<file path="config.mk">
export PLATFORM = sky130hd
export DESIGN_NAME = arplt_ram
export DESIGN_NICKNAME = d
export VERILOG_FILES = /design/src/hw/rtl/arp_reply_learning_table_unit_defines.svh /design/src/hw/rtl/arplt_ram.sv
export SDC_FILE = /design/constraint.sdc
export NUM_CORES = 1
export LEC_CHECK = 0
export BUFFER_PORTS_ARGS = -buffer_cell sky130_fd_sc_hd__buf_2
export CORE_MARGIN = 5
export CORE_UTILIZATION = 39
export CTS_CLUSTER_DIAMETER = 150
export DETAILED_ROUTE_END_ITERATION = 10
export GPL_TIMING_DRIVEN = 0
export PLACE_DENSITY = 0.62
export SKIP_LAST_GASP = 1
export SLEW_MARGIN = 0
export SYNTH_ARGS = -nofsm -noshare
export SYNTH_HDL_FRONTEND = slang
export SYNTH_SLANG_ARGS = --single-unit
</file>
<file path="constraint.sdc">
create_clock -name clk -period 2.75 [get_ports clk]
set_clock_uncertainty 0.1 [all_clocks]
set_input_delay 0.825 -clock clk [delete_from_list [all_inputs] [get_ports clk]]
set_output_delay 0.825 -clock clk [all_outputs]
set_load 0.01 [all_outputs]
</file>
<file path="src/hw/rtl/arp_reply_learning_table_unit_defines.svh">
// Assertion macros shared by the ARP reply learning table RTL.
// Included by the top level; depends on nothing else.
`ifndef ARP_REPLY_LEARNING_TABLE_UNIT_DEFINES_SVH
`define ARP_REPLY_LEARNING_TABLE_UNIT_DEFINES_SVH

// A condition that must hold at every clock edge outside reset.
`define ARPLT_ALWAYS(LABEL, CLK, RST, COND, MSG) \
  LABEL: assert property (@(posedge CLK) disable iff (RST) (COND)) \
    else $error(MSG);

// A consequence that must hold in the same cycle as its cause.
`define ARPLT_IMPLIES(LABEL, CLK, RST, ANTE, CONS, MSG) \
  LABEL: assert property (@(posedge CLK) disable iff (RST) (ANTE) |-> (CONS)) \
    else $error(MSG);

// A consequence that must hold in the cycle after its cause.
`define ARPLT_NEXT(LABEL, CLK, RST, ANTE, CONS, MSG) \
  LABEL: assert property (@(posedge CLK) disable iff (RST) (ANTE) |=> (CONS)) \
    else $error(MSG);

`endif

</file>
<file path="src/hw/rtl/arplt_ram.sv">
// Generic simple dual-port RAM with one write port and one registered read port.
// Standalone; used by the ARP reply learning table for its entry store.
`timescale 1ns / 1ps

module arplt_ram #(
  parameter int WIDTH = 8,
  parameter int DEPTH = 16
) (
  input  logic                     clk,
  input  logic                     we,
  input  logic [$clog2(DEPTH)-1:0] waddr,
  input  logic [WIDTH-1:0]         wdata,
  input  logic [$clog2(DEPTH)-1:0] raddr,
  output logic [WIDTH-1:0]         rdata
);

  logic [WIDTH-1:0] mem [DEPTH];

  // Write port.
  always_ff @(posedge clk) begin
    if (we) begin
      mem[waddr] <= wdata;
    end
  end

  // Registered read port; a write is visible to reads from the next edge on.
  always_ff @(posedge clk) begin
    rdata <= mem[raddr];
  end

endmodule

</file>
# Word-level counts from Yosys, hierarchy flattened
# Memory sizes are Yosys's and may differ from the RTL's. A register that Yosys moved wholly into a read port is not among the register bits.
# Index checks and enable logic that the tools add are counted.
[totals]
reg_bits = 0
ram_bits = 128
input_bits = 18
output_inout_bits = 8
memories = 1
[op_classes]
muxes = 2
[memory_table]
columns = ["name", "depth", "word_bits", "rd", "rd_ports_with_merged_regs", "wr", "line", "rtl"]
rows = [
  ["mem", 16, 8, 1, 1, 1, "arplt_ram.sv:17", "logic [WIDTH-1:0] mem [DEPTH];"],
]
[op_table]
columns = ["op", "count"]
rows = [
  ["two-way mux 1 bit", 2],
]

# Logic depth before layout (Yosys ltp)
[logic_depth]
word_depth = 2
mapped_depth = 5
mapped_depth_nobuf = 3

# Least setup slack after synthesis
# OpenSTA, ideal clock, no wires.
[synth_path]
path_type = "input to register"
start = "input port waddr[2]"
end = "memory mem[0][0], enable pin"
setup_time_ps = 383
arrival_ps = 1935
required_ps = 2267
path_slack_ps = 332
cell_stages = 2
n_path_buf = 0
path_cell_list = "or3b_2 -> nor3_1"
[synth_lines]
columns = ["element", "line", "rtl"]
rows = [
  ["start, declared", "arplt_ram.sv:11", "input logic [$clog2(DEPTH)-1:0] waddr,"],
  ["end, declared", "arplt_ram.sv:17", ""],
]
# Straight into the memory's write port.

# Final worst setup path
[layout_path]
start = "input port waddr[2]"
end = "memory mem[2][1], enable pin"
# Straight into the memory's write port.

==> metrics.md <==
| Metric | Value |
|---|---|
| R2R Setup Slk | `1.28 ns` |
| FP Rows | `42` |
| Maximum buffer depth of the clock tree | `2` |
| Die height | `125 microns` |
| Synth warnings | `0` |
| CTS resizes | `0` |
| Hold Crit Class | `register to register` |
| Outcome | `finished clean` |
| Post-Synthesis Cells | `229` |
| Leak | `2.01 nW` |
| Hold slack final | `0.586 ns` |
| Nature of the critical path startpoint | `input port` |
| Pwr per Cell Area | `767 mW/mm^2` |
| I/O pin cnt | `26` |
| Slew @ Worst Pin | `1.29 ns` |
| Final period util | `0.845` |
| Post-place setup slack | `-0.344 ns` |
| Critical Path AT | `2.26 ns` |
| Chip Width | `125 microns` |
| Pre-antenna DRT Iters | `5` |
| Diodes inserted | `0` |
| Clock-pin slew on the worst setup and hold paths | `0.06 ns` |
| First-pass GRT wire length | `15.1 mm` |
| Worst-Skew Late Latency | `0.41 ns` |
| Routed WL | `9.86 mm` |
| Cell depth of the worst min-delay path | `3` |
| Hold path start | `mem[11][1]$_DFFE_PP_` |
| Commonest cells after routing, fill and taps aside | `edfxtp_1, buf_2, mux4_2` |
| HPWL after detailed placement | `6.29 mm` |
| RD Place Congestion | `0.744` |
| Vias | `2384` |
| # H-tree levels | `4` |
| Share of cells above drive strength 1 | `0.298` |
| Final Setup Violations | `0` |
| Initial Utilization | `0.393` |
| Synth Cell Area | `0.00515 sq mm` |
| Initial drt markers | `218` |
| Required time worst endpoint | `2.68 ns` |
| Pins Over Slew Limit | `0` |
| RSZ-0062 raised after global routing | `false` |
| Cell variety after synth | `19` |
| RR Startpoint | `mem[5][3]$_DFFE_PP_` |
| Vias in the first global route | `2464` |
| Worst VDD drop | `420 uV` |
| WS Path Type | `input port to register` |
| Hold Fails Final Rpt | `0` |
| Gr ovfl total | `0` |
| Routed Antenna Nets | `0` |
| R2R cell count | `3` |
| Setup Fix Bufs, Post-CTS | `0` |
| Max Cap Violations | `0` |
| Final min period | `2.32 ns` |
| Hold endpoint | `rdata[1]$_DFF_P_` |
| Total die area | `0.0156 sq mm` |
| Rel. slew slack | `0.136` |
| Post-DR vias/cell | `5.17` |
| Area delta synth->final | `17.6%` |
| Reg2Reg Capture Point | `rdata[3]$_DFF_P_` |
| Synthesized area per cell | `22.5 sq um` |
| Total core area | `0.0131 sq mm` |
| Wire length per cell | `21.4 microns` |
| Critical Path Sink Type | `register` |
| Initial antenna violation count | `0` |
| Setup TNS Final | `0 ns` |
| PortBufs | `24` |
| GRT Total Usage | `0.136` |
| CTS root buf | `clkbuf_16` |
| Largest net degree at the start of global routing | `17` |
| Leading cell type in the layout, fill and taps excluded | `edfxtp_1` |
| F_max | `430 MHz` |
| Hold buffers post-CTS | `0` |
| Final net count | `290` |
| Mapped Nets | `247` |
| Synthesized flop and latch total | `136` |
| Clk sink count | `136` |
| CTS tree | `yes` |
| Final setup margin | `0.426 ns` |
| Sequential cell area fraction in the yosys report | `0.778` |
| Residual DRC count | `0` |
| CP Max Fanout | `8` |
| Total CTS buffers | `17` |
## sequential cells by signal (all words and copies together) (netlist names)
register  count
rdata         8
mem         128
## stage by stage
step	utilization	cells	total power [mW]	cell area, sq um
final	0.463	461	4.64	6050
after global routing	0.463	461	4.79	6050
after floorplan	-	229	2.49	5150
after global placement	0.419	429	2.59	5490
after CTS	0.462	461	4.68	6050
after detailed placement	0.420	429	2.60	5490
## cells in the mapped netlist
cell             number  area share
nand3b_1              2      0.0029
buf_6                 3      0.0066
and2_1                1      0.0012
mux4_1               14       0.071
nand2b_1              2      0.0024
nor2b_1               1      0.0012
dfxtp_1               8       0.031
buf_4                 1      0.0015
or3b_2                1      0.0017
a22oi_1              16       0.023
mux4_2               18       0.079
and2b_1               1      0.0015
nand3_1               1     0.00097
nor3_1                4      0.0039
buf_2                 3      0.0029
nand2_1               9      0.0066
edfxtp_1            128        0.75
nor2_1               13      0.0095
clkdlybuf4s25_2       3      0.0058
## worst max-delay path by stage
stage / start / end / cells after the start
floorplan: waddr[2] / mem[0][0]$_DFFE_PP_ / 2
global placement: waddr[2] / mem[0][3]$_DFFE_PP_ / 3
detailed placement: waddr[2] / mem[0][0]$_DFFE_PP_ / 3
CTS: waddr[2] / mem[0][0]$_DFFE_PP_ / 3
global route: waddr[3] / mem[4][0]$_DFFE_PP_ / 3
finish: waddr[2] / mem[2][1]$_DFFE_PP_ / 3
## logic make-up (layout without fill, tap and decap cells)
family                 count (synthesis)  count (layout)  share of synthesized area
AOI/OAI and AO/OA                     16              16                     0.0233
muxes                                 32              32                      0.150
DFF                                  136             136                      0.778
and+or+nand+nor                       35              35                     0.0318
buffers and inverters                 10              66                     0.0168
## final cells by class
type	count	area, sq um
buffer	10	86.3
clock buffer	18	429
clock inverter	14	128
fill	1077	7030
multi-input combinational	83	1070
sequential	136	4000
tap	176	220
timing repair buffer	24	120
## report_power, final
part	switching, mW	internal (mW)	leakage, nW	total, mW
combinational	0.131	0.0920	0.517	0.223
clock	0.846	1.25	0.264	2.09
sequential	0.00985	2.32	1.22	2.33
total	0.987	3.66	2.01	4.64
## metal layers
metal	routed length (microns)	up-vias	GRT usage
li1	-	1067	-
met1	4180	1235	0.172
met2	5070	69	0.221
met3	490	13	0.0420
met4	122	0	0.0497
met5	0	-	0
## worst max-delay path, cell delays in order
cell and delay [ns]:
buf_2 0.12, or3b_2 0.53, nor2_1 0.78
(Power assumes the default switching activity.)
